==> src/rtl/core/xcfd_pkg.sv <==
// ----------------------------------------------------------------------------
// xcfd_pkg
// Shared types and constants for the XOR-checked frame deframer: frame
// marker bytes, store geometry, and the command/status bundles between the
// controller and the datapath.
// ----------------------------------------------------------------------------
package xcfd_pkg;

    // Frame marker bytes
    localparam logic [7:0] HEADER_BYTE = 8'hF0;
    localparam logic [7:0] FOOTER_BYTE = 8'hFE;

    // Circular byte store geometry
    localparam int STORE_DEPTH = 32;
    localparam int IDX_W       = 5;   // log2 of STORE_DEPTH
    localparam int CNT_W       = 6;   // holds 0..STORE_DEPTH

    // Smallest legal frame: header, length, check byte, footer
    localparam logic [7:0] MIN_LEN = 8'd4;

    // Read offset select, relative to the oldest queued byte
    typedef enum logic [2:0] {
        RD_ZERO,    // header position
        RD_ONE,     // length byte
        RD_LAST,    // footer position (len - 1)
        RD_CHECK,   // check byte position (len - 2)
        RD_CNT      // running byte counter
    } t_rd_sel;

    // Byte counter operation
    typedef enum logic [1:0] {
        CNT_HOLD,
        CNT_CLEAR,
        CNT_ONE,
        CNT_INC
    } t_cnt_op;

    // Controller to datapath
    typedef struct packed {
        logic    push;       // store the accepted input word
        logic    drop_one;   // discard the oldest queued byte
        logic    drop_len;   // discard a whole frame
        logic    rd_en;      // read the store at the selected offset
        t_rd_sel rd_sel;
        logic    len_load;   // capture the length byte
        logic    chk_clear;
        logic    chk_acc;    // fold read data into the running XOR
        t_cnt_op cnt_op;
        logic    out_load;   // load the output register
        logic    out_err;    // output word is an error report
        logic    out_last;   // output word ends a frame
    } t_cmd;

    // Datapath to controller
    typedef struct packed {
        logic held_zero;
        logic held_lt2;
        logic held_lt_len;
        logic is_hdr;        // read data is a header byte
        logic is_ftr;        // read data is a footer byte
        logic len_ok;        // read data is a legal frame length
        logic chk_match;     // running XOR equals read data
        logic cnt_at_last;   // counter at len - 1
        logic cnt_at_sum;    // counter at len - 3, last byte the XOR covers
        logic out_free;      // output register can take a word this cycle
    } t_sts;

endpackage

==> src/rtl/core/xor_checked_frame_deframer.sv <==
// ----------------------------------------------------------------------------
// xor_checked_frame_deframer
// Finds F0 / length / payload / XOR check / FE frames in a received byte
// stream, emits good frames whole with a last mark, reports bad checksums.
// ----------------------------------------------------------------------------
// The input stalls while the controller scans: bytes ahead of a header are
//   dropped one by one, a header with a bad length or footer is dropped, and a
//   whole frame has its XOR checksum walked, then goes out with a read state
//   and a load state per word (one load state for an error word), waiting
//   while the output stalls; one input word at a time.
// Synchronous active-low reset empties the queue and the output register.
module xor_checked_frame_deframer #(
    parameter int MAX_FRAME = 32
) (
    input  logic       i_clk,
    input  logic       i_rst_n,
    input  logic       i_valid,
    output logic       o_stall,
    input  logic [7:0] i_rx_byte,
    output logic       o_valid,
    input  logic       i_stall,
    output logic [7:0] o_frame_byte,
    output logic       o_is_last,
    output logic       o_status
);
    import xcfd_pkg::*;

    t_cmd cmd;
    t_sts sts;
    logic busy;

    // Scan sequencer
    xcfd_ctrl u_ctrl (
        .i_clk   (i_clk),
        .i_rst_n (i_rst_n),
        .i_valid (i_valid),
        .o_busy  (busy),
        .o_cmd   (cmd),
        .i_sts   (sts)
    );

    // Store, checksum and output register
    xcfd_dp #(
        .MAX_FRAME (MAX_FRAME)
    ) u_dp (
        .i_clk        (i_clk),
        .i_rst_n      (i_rst_n),
        .i_rx_byte    (i_rx_byte),
        .i_cmd        (cmd),
        .o_sts        (sts),
        .i_stall      (i_stall),
        .o_valid      (o_valid),
        .o_frame_byte (o_frame_byte),
        .o_is_last    (o_is_last),
        .o_status     (o_status)
    );

    assign o_stall = busy;

endmodule

==> src/rtl/core/xcfd_dp.sv <==
// ----------------------------------------------------------------------------
// xcfd_dp
// Deframer datapath: circular byte store with registered read, queue
// pointers, length and XOR checksum registers, byte counter, and the output
// register that decouples the result channel.
// ----------------------------------------------------------------------------
module xcfd_dp #(
    parameter int MAX_FRAME = 32
) (
    input  logic            i_clk,
    input  logic            i_rst_n,
    input  logic [7:0]      i_rx_byte,
    input  xcfd_pkg::t_cmd  i_cmd,
    output xcfd_pkg::t_sts  o_sts,
    input  logic            i_stall,
    output logic            o_valid,
    output logic [7:0]      o_frame_byte,
    output logic            o_is_last,
    output logic            o_status
);
    import xcfd_pkg::*;

    // Largest length that can be accepted and held whole
    localparam int         LEN_MAX_I = (MAX_FRAME < STORE_DEPTH) ? MAX_FRAME : STORE_DEPTH;
    localparam logic [7:0] LEN_MAX   = 8'(LEN_MAX_I);
    localparam logic [CNT_W-1:0] FULL = CNT_W'(STORE_DEPTH);

    logic [7:0]       r_mem [STORE_DEPTH];
    logic [7:0]       r_rd_data;
    logic [IDX_W-1:0] r_rd_idx, n_rd_idx;
    logic [CNT_W-1:0] r_held,   n_held;
    logic [CNT_W-1:0] r_len;
    logic [CNT_W-1:0] r_cnt,    n_cnt;
    logic [7:0]       r_chk;
    logic             r_out_valid;
    logic [7:0]       r_out_byte;
    logic             r_out_last;
    logic             r_out_status;

    logic [IDX_W-1:0] rd_off;
    logic [IDX_W-1:0] rd_addr;
    logic [IDX_W-1:0] wr_addr;
    logic             out_free;

    // Read offset select
    always_comb begin
        case (i_cmd.rd_sel)
            RD_ZERO:  rd_off = '0;
            RD_ONE:   rd_off = IDX_W'(1);
            RD_LAST:  rd_off = r_len[IDX_W-1:0] - IDX_W'(1);
            RD_CHECK: rd_off = r_len[IDX_W-1:0] - IDX_W'(2);
            RD_CNT:   rd_off = r_cnt[IDX_W-1:0];
            default:  rd_off = '0;
        endcase
    end

    assign rd_addr = r_rd_idx + rd_off;
    // When full, this lands on the oldest byte, which is dropped at once
    assign wr_addr = r_rd_idx + r_held[IDX_W-1:0];

    // Byte store, one write and one registered read port
    always_ff @(posedge i_clk) begin
        if (i_cmd.push) begin
            r_mem[wr_addr] <= i_rx_byte;
        end
        if (i_cmd.rd_en) begin
            r_rd_data <= r_mem[rd_addr];
        end
    end

    // Queue pointer next state
    always_comb begin
        n_rd_idx = r_rd_idx;
        n_held   = r_held;
        if (i_cmd.push) begin
            if (r_held == FULL) begin
                n_rd_idx = r_rd_idx + IDX_W'(1);
            end else begin
                n_held = r_held + CNT_W'(1);
            end
        end else if (i_cmd.drop_one) begin
            n_rd_idx = r_rd_idx + IDX_W'(1);
            n_held   = r_held - CNT_W'(1);
        end else if (i_cmd.drop_len) begin
            n_rd_idx = r_rd_idx + r_len[IDX_W-1:0];
            n_held   = r_held - r_len;
        end
    end

    // Byte counter next state
    always_comb begin
        case (i_cmd.cnt_op)
            CNT_HOLD:  n_cnt = r_cnt;
            CNT_CLEAR: n_cnt = '0;
            CNT_ONE:   n_cnt = CNT_W'(1);
            CNT_INC:   n_cnt = r_cnt + CNT_W'(1);
            default:   n_cnt = r_cnt;
        endcase
    end

    // Control registers
    always_ff @(posedge i_clk) begin
        if (!i_rst_n) begin
            r_rd_idx <= '0;
            r_held   <= '0;
            r_cnt    <= '0;
        end else begin
            r_rd_idx <= n_rd_idx;
            r_held   <= n_held;
            r_cnt    <= n_cnt;
        end
    end

    // Length and checksum registers
    always_ff @(posedge i_clk) begin
        if (i_cmd.len_load) begin
            r_len <= r_rd_data[CNT_W-1:0];
        end
        if (i_cmd.chk_clear) begin
            r_chk <= '0;
        end else if (i_cmd.chk_acc) begin
            r_chk <= r_chk ^ r_rd_data;
        end
    end

    // Output register
    assign out_free = !r_out_valid || !i_stall;

    always_ff @(posedge i_clk) begin
        if (!i_rst_n) begin
            r_out_valid <= 1'b0;
        end else if (i_cmd.out_load) begin
            r_out_valid <= 1'b1;
        end else if (!i_stall) begin
            r_out_valid <= 1'b0;
        end
    end

    always_ff @(posedge i_clk) begin
        if (i_cmd.out_load) begin
            r_out_byte   <= i_cmd.out_err ? 8'd0 : r_rd_data;
            r_out_last   <= i_cmd.out_err | i_cmd.out_last;
            r_out_status <= i_cmd.out_err;
        end
    end

    assign o_valid      = r_out_valid;
    assign o_frame_byte = r_out_byte;
    assign o_is_last    = r_out_last;
    assign o_status     = r_out_status;

    // Status back to the controller
    assign o_sts.held_zero   = (r_held == '0);
    assign o_sts.held_lt2    = (r_held < CNT_W'(2));
    assign o_sts.held_lt_len = (r_held < r_len);
    assign o_sts.is_hdr      = (r_rd_data == HEADER_BYTE);
    assign o_sts.is_ftr      = (r_rd_data == FOOTER_BYTE);
    assign o_sts.len_ok      = (r_rd_data >= MIN_LEN) && (r_rd_data <= LEN_MAX);
    assign o_sts.chk_match   = (r_chk == r_rd_data);
    assign o_sts.cnt_at_last = (r_cnt == r_len - CNT_W'(1));
    assign o_sts.cnt_at_sum  = (r_cnt == r_len - CNT_W'(3));
    assign o_sts.out_free    = out_free;

    // Queue occupancy never exceeds the store
    a_held_bound: assert property (@(posedge i_clk) disable iff (!i_rst_n)
        r_held <= FULL)
        else $error("byte count above store depth");

    // A frame is only released when it is fully queued
    a_drop_len_held: assert property (@(posedge i_clk) disable iff (!i_rst_n)
        i_cmd.drop_len |-> (r_held >= r_len) && (r_len >= CNT_W'(4)))
        else $error("frame release beyond queued bytes");

    // A waiting output word is never overwritten
    a_out_no_overrun: assert property (@(posedge i_clk) disable iff (!i_rst_n)
        i_cmd.out_load |-> out_free)
        else $error("output register overwritten");

    // Accepted words only enter while no frame is being worked on
    a_push_quiet: assert property (@(posedge i_clk) disable iff (!i_rst_n)
        i_cmd.push |-> !i_cmd.rd_en && !i_cmd.out_load)
        else $error("input word stored during a scan");

endmodule

==> src/rtl/core/xcfd_ctrl.sv <==
// ----------------------------------------------------------------------------
// xcfd_ctrl
// Deframer controller: after each stored word, scans the queue for a header,
// validates length and footer, walks the XOR checksum, then emits the frame
// word by word or a single error word, and rescans.
// ----------------------------------------------------------------------------
module xcfd_ctrl (
    input  logic            i_clk,
    input  logic            i_rst_n,
    input  logic            i_valid,
    output logic            o_busy,
    output xcfd_pkg::t_cmd  o_cmd,
    input  xcfd_pkg::t_sts  i_sts
);
    import xcfd_pkg::*;

    typedef enum logic [3:0] {
        S_IDLE,
        S_HDR_RD,
        S_HDR_CHK,
        S_LEN_RD,
        S_LEN_CHK,
        S_FTR_RD,
        S_FTR_CHK,
        S_SUM_RD,
        S_SUM_ACC,
        S_CMP_RD,
        S_CMP,
        S_ERR,
        S_EMIT_RD,
        S_EMIT
    } t_state;

    t_state r_state, n_state;
    logic   r_busy;

    // Next state and commands
    always_comb begin
        n_state         = r_state;
        o_cmd           = '0;
        o_cmd.rd_sel    = RD_ZERO;
        o_cmd.cnt_op    = CNT_HOLD;
        unique case (r_state)
            S_IDLE: begin
                if (i_valid) begin
                    o_cmd.push = 1'b1;
                    n_state    = S_HDR_RD;
                end
            end
            // hunt for a header byte
            S_HDR_RD: begin
                if (i_sts.held_zero) begin
                    n_state = S_IDLE;
                end else begin
                    o_cmd.rd_en  = 1'b1;
                    o_cmd.rd_sel = RD_ZERO;
                    n_state      = S_HDR_CHK;
                end
            end
            S_HDR_CHK: begin
                if (i_sts.is_hdr) begin
                    n_state = S_LEN_RD;
                end else begin
                    o_cmd.drop_one = 1'b1;
                    n_state        = S_HDR_RD;
                end
            end
            // length byte
            S_LEN_RD: begin
                if (i_sts.held_lt2) begin
                    n_state = S_IDLE;
                end else begin
                    o_cmd.rd_en  = 1'b1;
                    o_cmd.rd_sel = RD_ONE;
                    n_state      = S_LEN_CHK;
                end
            end
            S_LEN_CHK: begin
                if (i_sts.len_ok) begin
                    o_cmd.len_load = 1'b1;
                    n_state        = S_FTR_RD;
                end else begin
                    o_cmd.drop_one = 1'b1;
                    n_state        = S_HDR_RD;
                end
            end
            // footer, once the whole frame is queued
            S_FTR_RD: begin
                if (i_sts.held_lt_len) begin
                    n_state = S_IDLE;
                end else begin
                    o_cmd.rd_en  = 1'b1;
                    o_cmd.rd_sel = RD_LAST;
                    n_state      = S_FTR_CHK;
                end
            end
            S_FTR_CHK: begin
                if (i_sts.is_ftr) begin
                    o_cmd.chk_clear = 1'b1;
                    o_cmd.cnt_op    = CNT_ONE;
                    n_state         = S_SUM_RD;
                end else begin
                    o_cmd.drop_one = 1'b1;
                    n_state        = S_HDR_RD;
                end
            end
            // XOR over length and payload bytes
            S_SUM_RD: begin
                o_cmd.rd_en  = 1'b1;
                o_cmd.rd_sel = RD_CNT;
                n_state      = S_SUM_ACC;
            end
            S_SUM_ACC: begin
                o_cmd.chk_acc = 1'b1;
                if (i_sts.cnt_at_sum) begin
                    n_state = S_CMP_RD;
                end else begin
                    o_cmd.cnt_op = CNT_INC;
                    n_state      = S_SUM_RD;
                end
            end
            S_CMP_RD: begin
                o_cmd.rd_en  = 1'b1;
                o_cmd.rd_sel = RD_CHECK;
                n_state      = S_CMP;
            end
            S_CMP: begin
                if (i_sts.chk_match) begin
                    o_cmd.cnt_op = CNT_CLEAR;
                    n_state      = S_EMIT_RD;
                end else begin
                    n_state = S_ERR;
                end
            end
            // checksum mismatch: one error word, frame consumed
            S_ERR: begin
                if (i_sts.out_free) begin
                    o_cmd.out_load = 1'b1;
                    o_cmd.out_err  = 1'b1;
                    o_cmd.drop_len = 1'b1;
                    n_state        = S_HDR_RD;
                end
            end
            // good frame: header through footer
            S_EMIT_RD: begin
                o_cmd.rd_en  = 1'b1;
                o_cmd.rd_sel = RD_CNT;
                n_state      = S_EMIT;
            end
            S_EMIT: begin
                if (i_sts.out_free) begin
                    o_cmd.out_load = 1'b1;
                    o_cmd.out_last = i_sts.cnt_at_last;
                    if (i_sts.cnt_at_last) begin
                        o_cmd.drop_len = 1'b1;
                        n_state        = S_HDR_RD;
                    end else begin
                        o_cmd.cnt_op = CNT_INC;
                        n_state      = S_EMIT_RD;
                    end
                end
            end
            default: begin
                n_state = S_IDLE;
            end
        endcase
    end

    // State and busy flag
    always_ff @(posedge i_clk) begin
        if (!i_rst_n) begin
            r_state <= S_IDLE;
            r_busy  <= 1'b0;
        end else begin
            r_state <= n_state;
            r_busy  <= (n_state != S_IDLE);
        end
    end

    assign o_busy = r_busy;

    // Busy flag tracks the state register
    a_busy_state: assert property (@(posedge i_clk) disable iff (!i_rst_n)
        r_busy == (r_state != S_IDLE))
        else $error("busy flag out of step with state");

    // Every stored word starts a scan
    a_push_scan: assert property (@(posedge i_clk) disable iff (!i_rst_n)
        o_cmd.push |=> (r_state == S_HDR_RD))
        else $error("stored word not followed by a scan");

    // A frame is released only from an output step
    a_release_out: assert property (@(posedge i_clk) disable iff (!i_rst_n)
        o_cmd.drop_len |-> o_cmd.out_load && o_cmd.out_last | o_cmd.out_err)
        else $error("frame released without its closing word");

endmodule

==> config.mk <==
export PLATFORM = sky130hd
export DESIGN_NAME = xor_checked_frame_deframer
export DESIGN_NICKNAME = d
export VERILOG_FILES = /design/src/rtl/core/xcfd_pkg.sv /design/src/rtl/core/xor_checked_frame_deframer.sv /design/src/rtl/core/xcfd_dp.sv /design/src/rtl/core/xcfd_ctrl.sv
export SDC_FILE = /design/constraint.sdc
export NUM_CORES = 1
export LEC_CHECK = 0
export BUFFER_PORTS_ARGS = -buffer_cell sky130_fd_sc_hd__buf_2
export CORE_MARGIN = 4
export CORE_UTILIZATION = 35
export DETAILED_ROUTE_END_ITERATION = 6
export SYNTH_ARGS = -nofsm -noshare
export SYNTH_HDL_FRONTEND = slang
export SYNTH_SLANG_ARGS = --single-unit
==> constraint.sdc <==
create_clock -name i_clk -period 4.05 [get_ports i_clk]
set_input_delay 0.81 -clock i_clk [delete_from_list [all_inputs] [get_ports i_clk]]
set_output_delay 0.81 -clock i_clk [all_outputs]
set_load 0.02 [all_outputs]
# Word-level counts from Yosys, hierarchy flattened
# Memories as Yosys holds them, arrays and structs flattened. A register that Yosys moved wholly into a read port is not among the register bits.
# Cells that the tools add are included.
# word_totals
regBits,47
mem_bits_rw,256
input_bits,12
output_inout_bits,12
word_cells,128
mem_count,1
# memory_table
memory,words,word_bits,read_ports,rd_clocked_by_memory_dff,write_ports,line,text
u_dp.r_mem,32,8,1,1,1,xcfd_dp.sv:28,logic [7:0] r_mem [STORE_DEPTH];
# classes
n_addsub,12
order_cmp,4
eq_ne,29
n_mux,57
bitwise_logic,2
reduce_logical,12
# ops
op,n
$pmux 4 s14,1
$mux 4,8
$eq 4x4->1 const B,6
$mux 6,4
$mux 1,21
$mux 5,4
$pmux 4 s5,1
$pmux 5 s4,1
$mux 3,6
$pmux 6 s3,1
$eq 4x3->1 const B,4
$eq 8x8->1 const B,2
$add 5x5->5,3
$add 6x1->6 const B,2
$eq 6x6->1,2
$mux 2,6
$sub 6x1->6 const B,2
$eq 4x2->1 const B,2
$eq 8x8->1,1
$ge 8x3->1 const B,1
$le 8x6->1 const B,1
$pmux 2 s4,1
$xor 8x8->8,1
$eq 3x2->1 const B,2
other kinds (28),33

# Longest topological paths before layout
# Gate-level depths: netlist (run 1).
# depth
ltp_word,8
depth_mapped,17
depth_no_buf,15

# By module
# From an unflattened synthesis (run 1), not the netlist that was laid out.
# unflattened
cells_unflattened,880
hier_area_um2,14005.9
# modules_own_cells
module,instances,cells_per_inst,area_per_inst_um2,seq_area_each_um2
xcfd_dp,1,793,13367.8,8928.6
xcfd_ctrl,1,87,638.1,100.1

# Least setup slack after synthesis (run 1)
# Ideal clock, no wire load.
# synth_timing
path_type,register to register
start,register u_dp.r_len[3]
end,"register u_dp.r_rd_data[0] (read register of u_dp.r_mem), data pin"
setup_time_ns,0.288
arrival_time_ns,3.843
required_ns,3.762
path_slack_ns,-0.082
stages_incl_launch_ff,17
path_buffers,3
synth_period_minus_slack_ns,4.132
path_cell_list,edfxtp_1 clkbuf_8 inv_1 ha_1 o21ai_0 a21oi_1 o311a_1 o21ai_0 nand3_1 ha_1 fa_1 clkbuf_1 clkbuf_1 mux4_2 mux2_2 a21oi_1 mux2i_1
# synth_via
elab_chain_cells,6
elab_cells_between_ends,11
classes_between,3 x add/sub; 1 x order compare; 4 x eq/ne; 3 x mux
# synth_rtl
item,line,text
from (decl),xcfd_dp.sv:32,logic [CNT_W-1:0] r_len;
from (signal assigned),xcfd_dp.sv:117,r_len <= r_rd_data[CNT_W-1:0];
$lt 6x6->1,xcfd_dp.sv:155,assign o_sts.held_lt_len = (r_held < r_len);
$mux 4,xcfd_ctrl.sv:89,if (i_sts.held_lt_len) begin
$pmux 4 s5,xcfd_ctrl.sv:43,unique case (r_state)
"$eq 3x3->1, or another cell as far along",xcfd_dp.sv:47,case (i_cmd.rd_sel)
$pmux 5 s4,xcfd_dp.sv:47,
$add 5x5->5,xcfd_dp.sv:57,assign rd_addr = r_rd_idx + rd_off;
to (decl),xcfd_dp.sv:29,logic [7:0] r_rd_data;
# Several ways; a longest one is shown, not always the timed one.
# A chain may end at the register's enable or synchronous reset.

# Final worst setup path (run 1)
# layout_timing
start,register u_dp.r_held[0]
end,"register u_dp.r_rd_data[6] (read register of u_dp.r_mem), data pin"
# layout_via
elab_chain_cells,6
elab_cells_between_ends,13
classes_between,1 x add/sub; 2 x order compare; 4 x eq/ne; 5 x mux; 1 x reduce/logical
# layout_rtl
item,line,text
from (decl),xcfd_dp.sv:31,"logic [CNT_W-1:0] r_held, n_held;"
from (signal assigned),xcfd_dp.sv:109,r_held <= n_held;
$lt 6x2->1 / $lt 6x6->1 (equally long branches),"xcfd_dp.sv:154, xcfd_dp.sv:155",
$mux 4 (on tied branches),"xcfd_ctrl.sv:70, xcfd_ctrl.sv:89",
$pmux 4 s5 (*),xcfd_ctrl.sv:43,
"$eq 3x3->1, or another cell as far along",xcfd_dp.sv:47,
$pmux 5 s4,xcfd_dp.sv:47,
$add 5x5->5,xcfd_dp.sv:57,
# Every way passes the cells marked *; elsewhere a longest branch is shown, timed or not.

==> reports/qor.yml, run 1 <==
status: "finished clean"
grt_overflow: 0
hold_end: "u_dp.r_rd_idx[4]"
fin_worst_skew_ns: 0.0137
p_leak_nw: 5.59
num_vias: 8118
grt_pass1_vias: 8251
r2r_end: "u_dp.r_rd_data[6]"
r2r-start: "u_dp.r_held[0]"
setup_ws_ns: 0.143
crit_path_frequent_cell: "buf_4"
vias_per_cell: 5.18
ys.flop_type: "edfxtp_1"
insertion_delay_ns: 0.53
syn_to_final_growth_pct: 17.6
worstHoldStart: "u_dp.r_rd_idx[4]"
netlist-cell-type-count: 74
fin_nets: 1059
rsz0062_at_grt: "true"
crit_chain: "inv_1 > ha_2 > fa_2 > nand2b_4 > a21oi_2 > o311a_1 > buf_4 > buf_4 > a221o_1 > ha_1 > buf_4 > xor2_4 > buf_12 > mux2i_1 > nor2_1 > a21oi_1 > buf_4 > mux2i_1"
cp-start-kind: "register"
cp_slowest_stage_delay_ns: 0.38
worstPathArrival_ns: 4.18
ys_ff_latch: 311
cts_buffer_depth: 3
min_delay_path_depth: 2
setup_tns_ns: 0
hold_class: "reg -> reg"
syn-num-nets: 962
slew_viol_final: 0
core-area_um2: 39700
syn_avg_cell_area_um2: 15.3
start_util: 0.354
drc: 0
hold_buffers: 0
gp_congestion: 0.848
irDropWorstVdd_v: 0.000351
p_comb_frac: 0.162
synth-edff-count: 280
n_antenna_cell: 0
clk_pin_slew_worst_paths_ns: 0.06
drive_above_1_share: 0.256
crit_slowest_cell: "mux2i_1"
yosysWarnings: 0
path_class: "reg -> reg"
worst_pin_slew_ns: 0.795
crit_family: "compound AO/OA/AOI/OAI gates"
antenna_found_initial: 0
power.switching_mw: 2.00
fmax_mhz: 256
std_cell_rows: 73
rrSetupSlack_ns: 0.14
dieArea_um2: 43500
port_buffers: 23
required_ns: 4.33
fin_hold_ws_ns: 0.520
drt-total-wl_um: 31600
maxSlewHeadroom: 0.465
reg2reg_depth: 18
internal_power_mw: 5.87
clkSinkCount: 311
path_buf_inv: 6
grt_pass1_wl_um: 48800
dr.pass1.iters: 5
post-dp-hpwl_um: 20900
powerDensity_nw_per_um2: 475
grt_max_degree: 33
synthArstFlopShare: 0
numCtsBuffers: 34
period_minus_slack_ns: 3.91
ys_seq_area_frac: 0.641
crit_path_max_fanout: 25
syn_area_um2: 14100
ant_nets: 0
die_w_um: 209
cts_root_buf: "clkbuf_16"
drtIter0Drc: 538
num-fill-cells: 3569
die_h_um: 209
clkPwrFrac: 0.371
cts_tree: "built"
final-hold-violation-count: 0
period_share: 0.965
finalSetupViolCount: 0
grtUsageTotal: 0.142
switching_share: 0.254
pre_cts_ws_ns: -0.129
sequentialPowerShare: 0.467
io_pins: 24
drt-wirelength-per-cell_um: 20.2
max_cap_viol_count: 0
end_kind: "register"
syn_inst: 919
cts_htree_levels: 2
[tightest hold or removal path, stage by stage, from the launching register on]
cell     delay (ns)
dfxtp_1        0.34
nand2_1        0.07
mux2i_1        0.06
[synthesized netlist by cell type (14+ instances only)]
cell type / n / area share
a21oi_1: 44 / 0.016
clkbuf_1: 25 / 0.0067
dfxtp_1: 31 / 0.044
edfxtp_1: 280 / 0.60
ha_1: 27 / 0.024
inv_1: 14 / 0.0037
mux2_2: 17 / 0.014
mux2i_1: 27 / 0.019
mux4_2: 64 / 0.10
nand2_1: 55 / 0.015
nand3_1: 15 / 0.0053
nor2_1: 95 / 0.025
o21ai_0: 17 / 0.0060
xnor2_1: 20 / 0.012
xor2_1: 27 / 0.017
[worst max path at each step]
| stage | start | endpoint | cells after the start |
|---|---|---|---|
| final | u_dp.r_held[0] | u_dp.r_rd_data[6] | 18 |
| after detailed placement | u_dp.r_len[0] | u_dp.r_rd_data[5] | 15 |
| after floorplan | u_dp.r_len[3] | u_dp.r_rd_data[5] | 17 |
| after CTS | u_dp.r_len[0] | u_dp.r_rd_data[5] | 16 |
| after global routing | u_dp.r_held[0] | u_dp.r_rd_data[7] | 19 |
| after global placement | u_dp.r_len[0] | u_dp.r_rd_data[0] | 15 |
[cell usage in the layout (no fill, tap or decap), types with 17 or more instances in the layout]
cell type  netlist  final
xnor2_1         20     19
clkbuf_16        0     37
mux2_2          17     17
nor2_1          95     95
buf_2            9     23
xor2_1          27     26
edfxtp_1       280    280
buf_4            3     70
dfxtp_1         31     31
ha_1            27     25
nand2_1         55     55
a21oi_1         44     42
mux4_2          64     64
mux2i_1         27     21
[flip-flops by register name, indices dropped and copies added, names as in the netlist]
name / flops
u_dp.r_mem: 256
u_dp.o_frame_byte: 8
u_dp.r_chk: 8
u_dp.r_rd_data: 8
u_dp.r_cnt: 6
u_dp.r_held: 6
u_dp.r_len: 6
u_dp.r_rd_idx: 5
u_ctrl.r_state: 4
u_ctrl.o_busy: 1
u_dp.o_is_last: 1
u_dp.o_status: 1
u_dp.o_valid: 1
[stage by stage]
| step | utilization | std cells | power [mW] | cell area [µm²] |
|---|---|---|---|---|
| 6_report | 0.417 | 1566 | 7.87 | 16600 |
| 5_1_grt | 0.417 | 1566 | 8.22 | 16600 |
| 4_1_cts | 0.412 | 1561 | 7.89 | 16400 |
| 3_5_place_dp | 0.384 | 1498 | 4.94 | 15300 |
| 3_3_place_gp | 0.384 | 1498 | 4.93 | 15300 |
| 2_1_floorplan | - | 919 | 4.48 | 14100 |
[power groups by stage]
stage	clock, mW	sequential [mW]	combinational, mW
floorplan	0	3.72	0.761
global placement	0	3.74	1.19
detailed placement	0	3.74	1.20
CTS	3.00	3.67	1.21
global route	3.15	3.68	1.39
finish	2.92	3.67	1.27
[layer usage]
layer	up-vias	wire, µm	GRT usage
met5	-	0	0
met4	0	741	0.0410
met3	54	1360	0.0231
met2	202	15200	0.233
met1	4102	14300	0.197
li1	3760	-	-
[logic make-up after synthesis]
family | share of synthesized area
and+or+nand+nor | 0.0847
DFF | 0.641
adders and majority gates | 0.0297
AOI/OAI and AO/OA | 0.0590
buffers and inverters | 0.0208
muxes | 0.135
xor gates and xnor gates | 0.0292
[repair_timing]
action	4_1_cts	5_1_grt
buffers inserted	2	2
pin swaps	1	3
gates resized for setup	4	19
endpoints found under the hold margin	0	0
gates cloned	0	3
setup endpoints to repair	8	8
[layout make-up]
| type | instances | area [µm²] | area share |
|---|---|---|---|
| well taps | 525 | 657 | 0.0397 |
| inverters | 14 | 52.6 | 0.00317 |
| clock buffers | 46 | 916 | 0.0553 |
| flip-flops and latches | 311 | 9030 | 0.545 |
| clock inverters | 15 | 140 | 0.00846 |
| multi-input cells | 550 | 4880 | 0.295 |
| repair buffers | 105 | 877 | 0.0530 |
Power figures use the tool's default switching activity.
==> run 2: changes to the inputs <==
Settings changed: ABC_AREA from default to 1, PLACE_DENSITY from default to 0.47.
==> reports/qor.yml, run 2 <==
end_kind: "register"  # unchanged
insertion_delay_ns: 0.55  # was 0.53 ns
path_buf_inv: 4  # was 6
period_minus_slack_ns: 3.91  # about the same
hold_buffers: 0  # unchanged
cts_tree: "built"  # unchanged
cp_slowest_stage_delay_ns: 0.70  # was 0.38 ns
core-area_um2: 41000  # was 39,700 µm²
crit_family: "adder cells"  # was compound AO/OA/AOI/OAI gates
syn_to_final_growth_pct: 18.3  # was 17.6%
required_ns: 4.33  # about the same
drive_above_1_share: 0.142  # was 0.256
grt_overflow: 0  # unchanged
max_cap_viol_count: 0  # unchanged
largest_reg_flops: 256  # unchanged
syn-num-nets: 1456  # was 962
drt-wirelength-per-cell_um: 19.1  # was 20.2 µm
num_vias: 10100  # was 8,118
seqCellArea_um2: 9030  # unchanged
dieArea_um2: 44900  # was 43,500 µm²
gp_congestion: 0.824  # was 0.848
synth_common_cells: "280 x edfxtp_1, 255 x nor2_1, 220 x nand2_1, 153 x o21ai_0, 129 x inv_1"  # was 280 x edfxtp_1, 95 x nor2_1, 64 x mux4_2, 55 x nand2_1, 44 x a21oi_1
io_pins: 24  # unchanged
dr.max_layer_used: "met4"  # unchanged
slew_viol_final: 0  # unchanged
synth-edff-count: 280  # unchanged
yosysWarnings: 0  # unchanged
dr.pass1.iters: 5  # unchanged
rsz0062_at_grt: "true"  # unchanged
drtIter0Drc: 772  # was 538
die_w_um: 212  # was 209 µm
netlist-cell-type-count: 42  # was 74
synthArstFlopShare: 0  # unchanged
cp-start-kind: "register"  # unchanged
met2_length_um: 18900  # was 15,200 µm
ys.flop_type: "edfxtp_1"  # unchanged
std_cell_rows: 74  # was 73
crit_path_max_fanout: 33  # was 25
fin_hold_ws_ns: 0.562  # was 0.520 ns
synth.most_common_cell: "edfxtp_1"  # unchanged
final_common_cell: "edfxtp_1"  # unchanged
wl_met3_um: 1550  # was 1360 µm
fmax_mhz: 256  # about the same
crit_slowest_cell: "fa_4"  # was mux2i_1
syn_area_um2: 14600  # was 14,100 µm²
cts_htree_levels: 2  # unchanged
worstPathArrival_ns: 4.19  # was 4.18 ns
grt_pass1_vias: 9825  # was 8,251
clk_pin_slew_worst_paths_ns: 0.06  # about the same
start_util: 0.355  # was 0.354
crit_chain: "ha_2 > fa_2 > nand3b_1 > nand2_2 > nand2_1 > nand2_1 > nand2_1 > o211ai_1 > buf_4 > ha_4 > fa_4 > buf_12 > o21ai_1 > o32ai_4 > nand2_1 > o21ai_0 > buf_4 > inv_1 > o21ai_0 > nand2_1 > o21ai_1"  # was inv_1 > ha_2 > fa_2 > nand2b_4 > a21oi_2 > o311a_1 > buf_4 > buf_4 > a221o_1 > ha_1 > buf_4 > xor2_4 > buf_12 > mux2i_1 > nor2_1 > a21oi_1 > buf_4 > mux2i_1
final-hold-violation-count: 0  # unchanged
cts_root_buf: "clkbuf_16"  # unchanged
grtUsageTotal: 0.171  # was 0.142
status: "finished clean"  # unchanged
port_buffers: 23  # unchanged
drt-total-wl_um: 39200  # was 31,600 µm
ys_ff_latch: 311  # unchanged
synth_top_area_cell: "edfxtp_1"  # unchanged
irDropWorstVdd_v: 0.000337  # was 0.000351 V
fin_worst_skew_ns: 0.0277  # was 0.0137 ns
power.total_mw: 9.01  # was 7.87 mW
syn_avg_cell_area_um2: 10.3  # was 15.3 µm²
synth_area_leaders: "edfxtp_1 58%, nor2_1 6.6%, nand2_1 5.7%"  # was edfxtp_1 60%, mux4_2 10%, dfxtp_1 4.4%
grt_pass1_wl_um: 59100  # was 48,800 µm
crit_path_frequent_cell: "nand2_1"  # was buf_4
top_register: "u_dp.r_mem"  # unchanged
die_h_um: 212  # was 209 µm
drt-met1-wl_um: 17700  # was 14,300 µm
syn_inst: 1413  # was 919
maxSlewHeadroom: 0.328  # was 0.465
period_share: 0.965  # about the same
finalSetupViolCount: 0  # unchanged
multi_input_area_um2: 5070  # was 4880 µm²
design_area_um2: 17200  # was 16,600 µm²
p_leak_nw: 6.62  # was 5.59 nW
fin_nets: 1534  # was 1,059
clkSinkCount: 311  # unchanged
n_antenna_cell: 0  # unchanged
antenna_found_initial: 0  # unchanged
hold_class: "reg -> reg"  # unchanged
placed_area_um2: 15800  # was 15,300 µm²
post-dp-hpwl_um: 25500  # was 20,900 µm
powerDensity_nw_per_um2: 523  # was 475 nW/µm²
final_cell_mix: "280 x edfxtp_1, 251 x nor2_1, 219 x nand2_1, 127 x inv_1, 116 x o21ai_0"  # was 280 x edfxtp_1, 95 x nor2_1, 70 x buf_4, 64 x mux4_2, 55 x nand2_1
ys_seq_area_frac: 0.620  # was 0.641
drc: 0  # unchanged
numCtsBuffers: 36  # was 34
synth_top_cell_area_share: 0.577  # was 0.597
cts_buffer_depth: 3  # unchanged
worst_pin_slew_ns: 1.01  # was 0.795 ns
grt_max_degree: 77  # was 33
num-fill-cells: 3956  # was 3,569
path_class: "reg -> reg"  # unchanged
vias_per_cell: 4.95  # was 5.18
ant_nets: 0  # unchanged
[run 2: cell count changes in the layout (fill, tap and decap cells not counted), sizes merged, moves of 21 or more]
cell,previous run,this run
o21ai,20,174
mux4,64,0
o22ai,3,24
nand2,56,222
inv,17,140
o32ai,2,32
nor2,95,262
a21oi,45,19
nand3,15,50
[run 2: logic make-up (layout without fill, tap and decap cells)]
group,after synthesis,after routing,share of synthesized area
AO/OA/AOI/OAI,255,255,0.101
XOR/XNOR,35,36,0.0229
adder cells (fa/ha/maj),31,31,0.0287
buffers and inverters,199,303,0.0548
flip-flops,311,311,0.620
multiplexers,24,24,0.0165
AND/OR/NAND/NOR,558,558,0.157
[run 2: final timing paths]
check / start / endpoint / slack (ns) / cells past startpoint
min reg2reg: u_dp.r_rd_idx[4] / u_dp.r_rd_idx[4] / 0.56 / 2
max: u_dp.r_len[0] / u_dp.r_rd_data[6] / 0.14 / 21
min: u_dp.r_rd_idx[4] / u_dp.r_rd_idx[4] / 0.56 / 2
max reg2reg: u_dp.r_len[0] / u_dp.r_rd_data[6] / 0.14 / 21
[run 2: power by group]
| group | total, mW | internal (mW) | switching, mW |
|---|---|---|---|
| logic | 2.10 | 0.759 | 1.34 |
| clock network | 3.14 | 1.82 | 1.32 |
| registers | 3.78 | 3.68 | 0.0986 |
| total | 9.01 | 6.26 | 2.76 |
[run 2: area by class of cell]
type / count / share of cell area
repair buffers: 96 / 0.0465
inverters: 142 / 0.0310
clock buffers: 46 / 0.0557
flip-flops and latches: 311 / 0.524
well taps: 532 / 0.0386
multi-input cells: 904 / 0.294
clock inverters: 19 / 0.0103
[run 2: repair_timing]
| item | in CTS | in global routing |
|---|---|---|
| cloned | 0 | 2 |
| setup endpoints to repair | 8 | 8 |
| buffers inserted | 0 | 1 |
| pin swaps | 1 | 7 |
| resized for setup | 12 | 72 |
[run 2: metrics by stage]
step	worst slack, ns	util	TNS, ns	cells
after global routing	-0.0605	0.420	-0.228	2050
after detailed placement	-0.252	0.384	-0.986	1982
final	0.143	0.420	0	2050
after global placement	-0.141	0.384	-0.384	1982
after floorplan	0.550	-	0	1413
after CTS	0.0000262	0.414	0	2047
[run 2: routing by layer]
| metal | GRT usage | vias to the layer above |
|---|---|---|
| met1 | 0.231 | 4838 |
| met2 | 0.287 | 210 |
| met4 | 0.0528 | 0 |
| met3 | 0.0260 | 56 |
| met5 | 0 | - |
| li1 | - | 5039 |
[run 2: worst reg2reg max path, cell delays in order (launching register included)]
cell      delay [ns]
edfxtp_1        0.40
ha_2            0.20
fa_2            0.34
nand3b_1        0.17
nand2_2         0.09
nand2_1         0.05
nand2_1         0.05
nand2_1         0.06
o211ai_1        0.18
buf_4           0.15
ha_4            0.13
fa_4            0.70
buf_12          0.23
o21ai_1         0.18
o32ai_4         0.15
nand2_1         0.08
o21ai_0         0.09
buf_4           0.16
inv_1           0.04
o21ai_0         0.07
nand2_1         0.08
o21ai_1         0.06
==> run 3: changes to the inputs <==
--- a/config.mk
+++ b/config.mk
@@ -11,5 +11,5 @@
 export CORE_UTILIZATION = 35
 export DETAILED_ROUTE_END_ITERATION = 6
-export PLACE_DENSITY = 0.47
+export PLACE_DENSITY = 0.45
 export SYNTH_ARGS = -nofsm -noshare
 export SYNTH_HDL_FRONTEND = slang
==> constraint.sdc (replaced) <==
create_clock -name i_clk -period 4.75 [get_ports i_clk]
set_input_delay 0.95 -clock i_clk [delete_from_list [all_inputs] [get_ports i_clk]]
set_output_delay 0.95 -clock i_clk [all_outputs]
set_load 0.01 [all_outputs]
==> reports/qor.yml, run 3 (synthesized netlist as in run 2, its figures left out) <==
status: "finished clean"  # unchanged
syn_to_final_growth_pct: 13.5  # was 18.3%
period_share: 0.940  # was 0.965
p_leak_nw: 6.29  # was 6.62 nW
r2r-start: "u_dp.r_held[0]"  # was u_dp.r_len[0]
max_cap_viol_count: 0  # unchanged
post-dp-hpwl_um: 24700  # was 25,500 µm
final-hold-violation-count: 0  # unchanged
ant_nets: 0  # unchanged
port_buffers: 23  # unchanged
crit_path_end: "u_dp.r_rd_data[2]"  # was u_dp.r_rd_data[6]
die_h_um: 212  # unchanged
clkSinkCount: 311  # unchanged
core-area_um2: 41000  # unchanged
path_class: "reg -> reg"  # unchanged
finalSetupViolCount: 0  # unchanged
grt_overflow: 0  # unchanged
num_vias: 9962  # was 10,100
p_comb_frac: 0.202  # was 0.233
powerDensity_nw_per_um2: 454  # was 523 nW/µm²
setup_tns_ns: 0  # unchanged
cts_buffer_depth: 3  # unchanged
power.switching_mw: 2.27  # was 2.76 mW
hold_buffers: 0  # unchanged
slew_viol_final: 0  # unchanged
final_cell_mix: "280 x edfxtp_1, 255 x nor2_1, 220 x nand2_1, 152 x o21ai_0, 129 x inv_1"  # was 280 x edfxtp_1, 251 x nor2_1, 219 x nand2_1, 127 x inv_1, 116 x o21ai_0
antenna_found_initial: 0  # unchanged
rsz0062_at_grt: "false"  # was true
final_common_cell: "edfxtp_1"  # unchanged
worst_pin_slew_ns: 1.03  # was 1.01 ns
drive_above_1_share: 0.0913  # was 0.142
required_ns: 5.16  # was 4.33 ns
grt_pass1_vias: 9791  # was 9,825
maxSlewHeadroom: 0.314  # was 0.328
cts_tree: "built"  # unchanged
n_antenna_cell: 0  # unchanged
worstHoldStart: "u_dp.r_held[0]"  # was u_dp.r_rd_idx[4]
period_minus_slack_ns: 4.47  # was 3.91 ns
std_cell_rows: 74  # unchanged
switching_share: 0.303  # was 0.306
largest_reg_flops: 256  # unchanged
numCtsBuffers: 37  # was 36
irDropWorstVdd_v: 0.000215  # was 0.000337 V
r2r_end: "u_dp.r_rd_data[2]"  # was u_dp.r_rd_data[6]
worstPathArrival_ns: 4.88  # was 4.19 ns
gp_congestion: 0.828  # was 0.824
internal_power_mw: 5.23  # was 6.26 mW
grt_max_degree: 69  # was 77
grtUsageTotal: 0.172  # was 0.171
die_w_um: 212  # unchanged
cp-startpoint: "u_dp.r_held[0]"  # was u_dp.r_len[0]
reg2reg_depth: 21  # unchanged
top_register: "u_dp.r_mem"  # unchanged
cts_htree_levels: 2  # unchanged
end_kind: "register"  # unchanged
cts_root_buf: "clkbuf_16"  # unchanged
drtIter0Drc: 672  # was 772
fin_worst_skew_ns: 0.0196  # was 0.0277 ns
sequentialPowerShare: 0.431  # was 0.419
fmax_mhz: 224  # was 256 MHz
dieArea_um2: 44900  # unchanged
clk_pin_slew_worst_paths_ns: 0.06  # about the same
drc: 0  # unchanged
start_util: 0.355  # unchanged
vias_per_cell: 4.98  # was 4.95
insertion_delay_ns: 0.56  # was 0.55 ns
grt_pass1_wl_um: 59000  # was 59,100 µm
cp-start-kind: "register"  # unchanged
dr.pass1.iters: 5  # unchanged
rrSetupSlack_ns: 0.28  # was 0.14 ns
fin_nets: 1485  # was 1,534
power.total_mw: 7.50  # was 9.01 mW
crit_path_max_fanout: 30  # was 33
io_pins: 24  # unchanged
drt-total-wl_um: 38500  # was 39,200 µm
hold_class: "reg -> reg"  # unchanged
drt-wirelength-per-cell_um: 19.3  # was 19.1 µm
clkPwrFrac: 0.367  # was 0.348
run 3: area by class of cell:
cell class / instances / area [µm²]
fill: 4042 / 24500
sequential: 311 / 9030
multi-input combinational: 903 / 4780
clock buffer: 47 / 995
tap: 532 / 666
inverter: 142 / 534
timing repair buffer: 47 / 358
clock inverter: 17 / 169
run 3: through the flow:
step                      instances   util  hold slack (ns)  worst slack, ns  instance area, µm²
after global placement         1932  0.374            0.547            0.332               15300
final                          1999  0.403            0.563            0.284               16500
after floorplan                1413      -            0.514             1.25               14600
after CTS                      1996  0.402            0.573            0.225               16500
after global routing           1999  0.403            0.607         0.000436               16500
after detailed placement       1932  0.374            0.557            0.229               15300
run 3: worst min path at each step:
| stage | to | slack [ns] | cells after the start |
|---|---|---|---|
| after CTS | u_dp.r_chk[3] | 0.57 | 4 |
| after global placement | u_dp.r_chk[0] | 0.55 | 4 |
| final | u_dp.r_held[0] | 0.56 | 2 |
| after global routing | u_dp.r_held[0] | 0.61 | 2 |
| after floorplan | u_dp.r_rd_idx[4] | 0.51 | 2 |
| after detailed placement | u_dp.r_chk[3] | 0.56 | 4 |
run 3: routing by layer:
layer  global-route usage  vias to the layer above  wire [µm]
li1                     -                     4925          -
met1                0.223                     4781      17000
met2                0.302                      195      19100
met3               0.0218                       61       1380
met4               0.0561                        0       1020
met5                    0                        -          0
run 3: power by group through the flow:
stage               Clock (mW)  Sequential [mW]  Combinational [mW]
finish                    2.75             3.23                1.52
detailed placement           0             3.29                1.53
floorplan                    0             3.25                1.03
global route              2.94             3.25                1.72
CTS                       2.84             3.24                1.54
global placement             0             3.29                1.54
run 3: critical path, stage by stage (launching register included):
cell      delay (ns)
dfxtp_2         0.38
inv_1           0.13
ha_1            0.23
fa_1            0.40
nand3b_1        0.17
nand2_1         0.11
nand2_1         0.06
nand2_1         0.07
nand2_1         0.15
o211ai_1        0.34
ha_4            0.19
fa_4            0.73
buf_12          0.22
nor2_1          0.10
o21ai_0         0.10
o21ai_0         0.13
inv_1           0.07
o21ai_0         0.31
inv_1           0.08
o21ai_0         0.16
inv_1           0.05
o21ai_1         0.12
run 3: timing repair:
action / CTS / global route
setup endpoints to repair: 0 / 8
buffers inserted: 0 / 3
gates resized for setup: 0 / 2
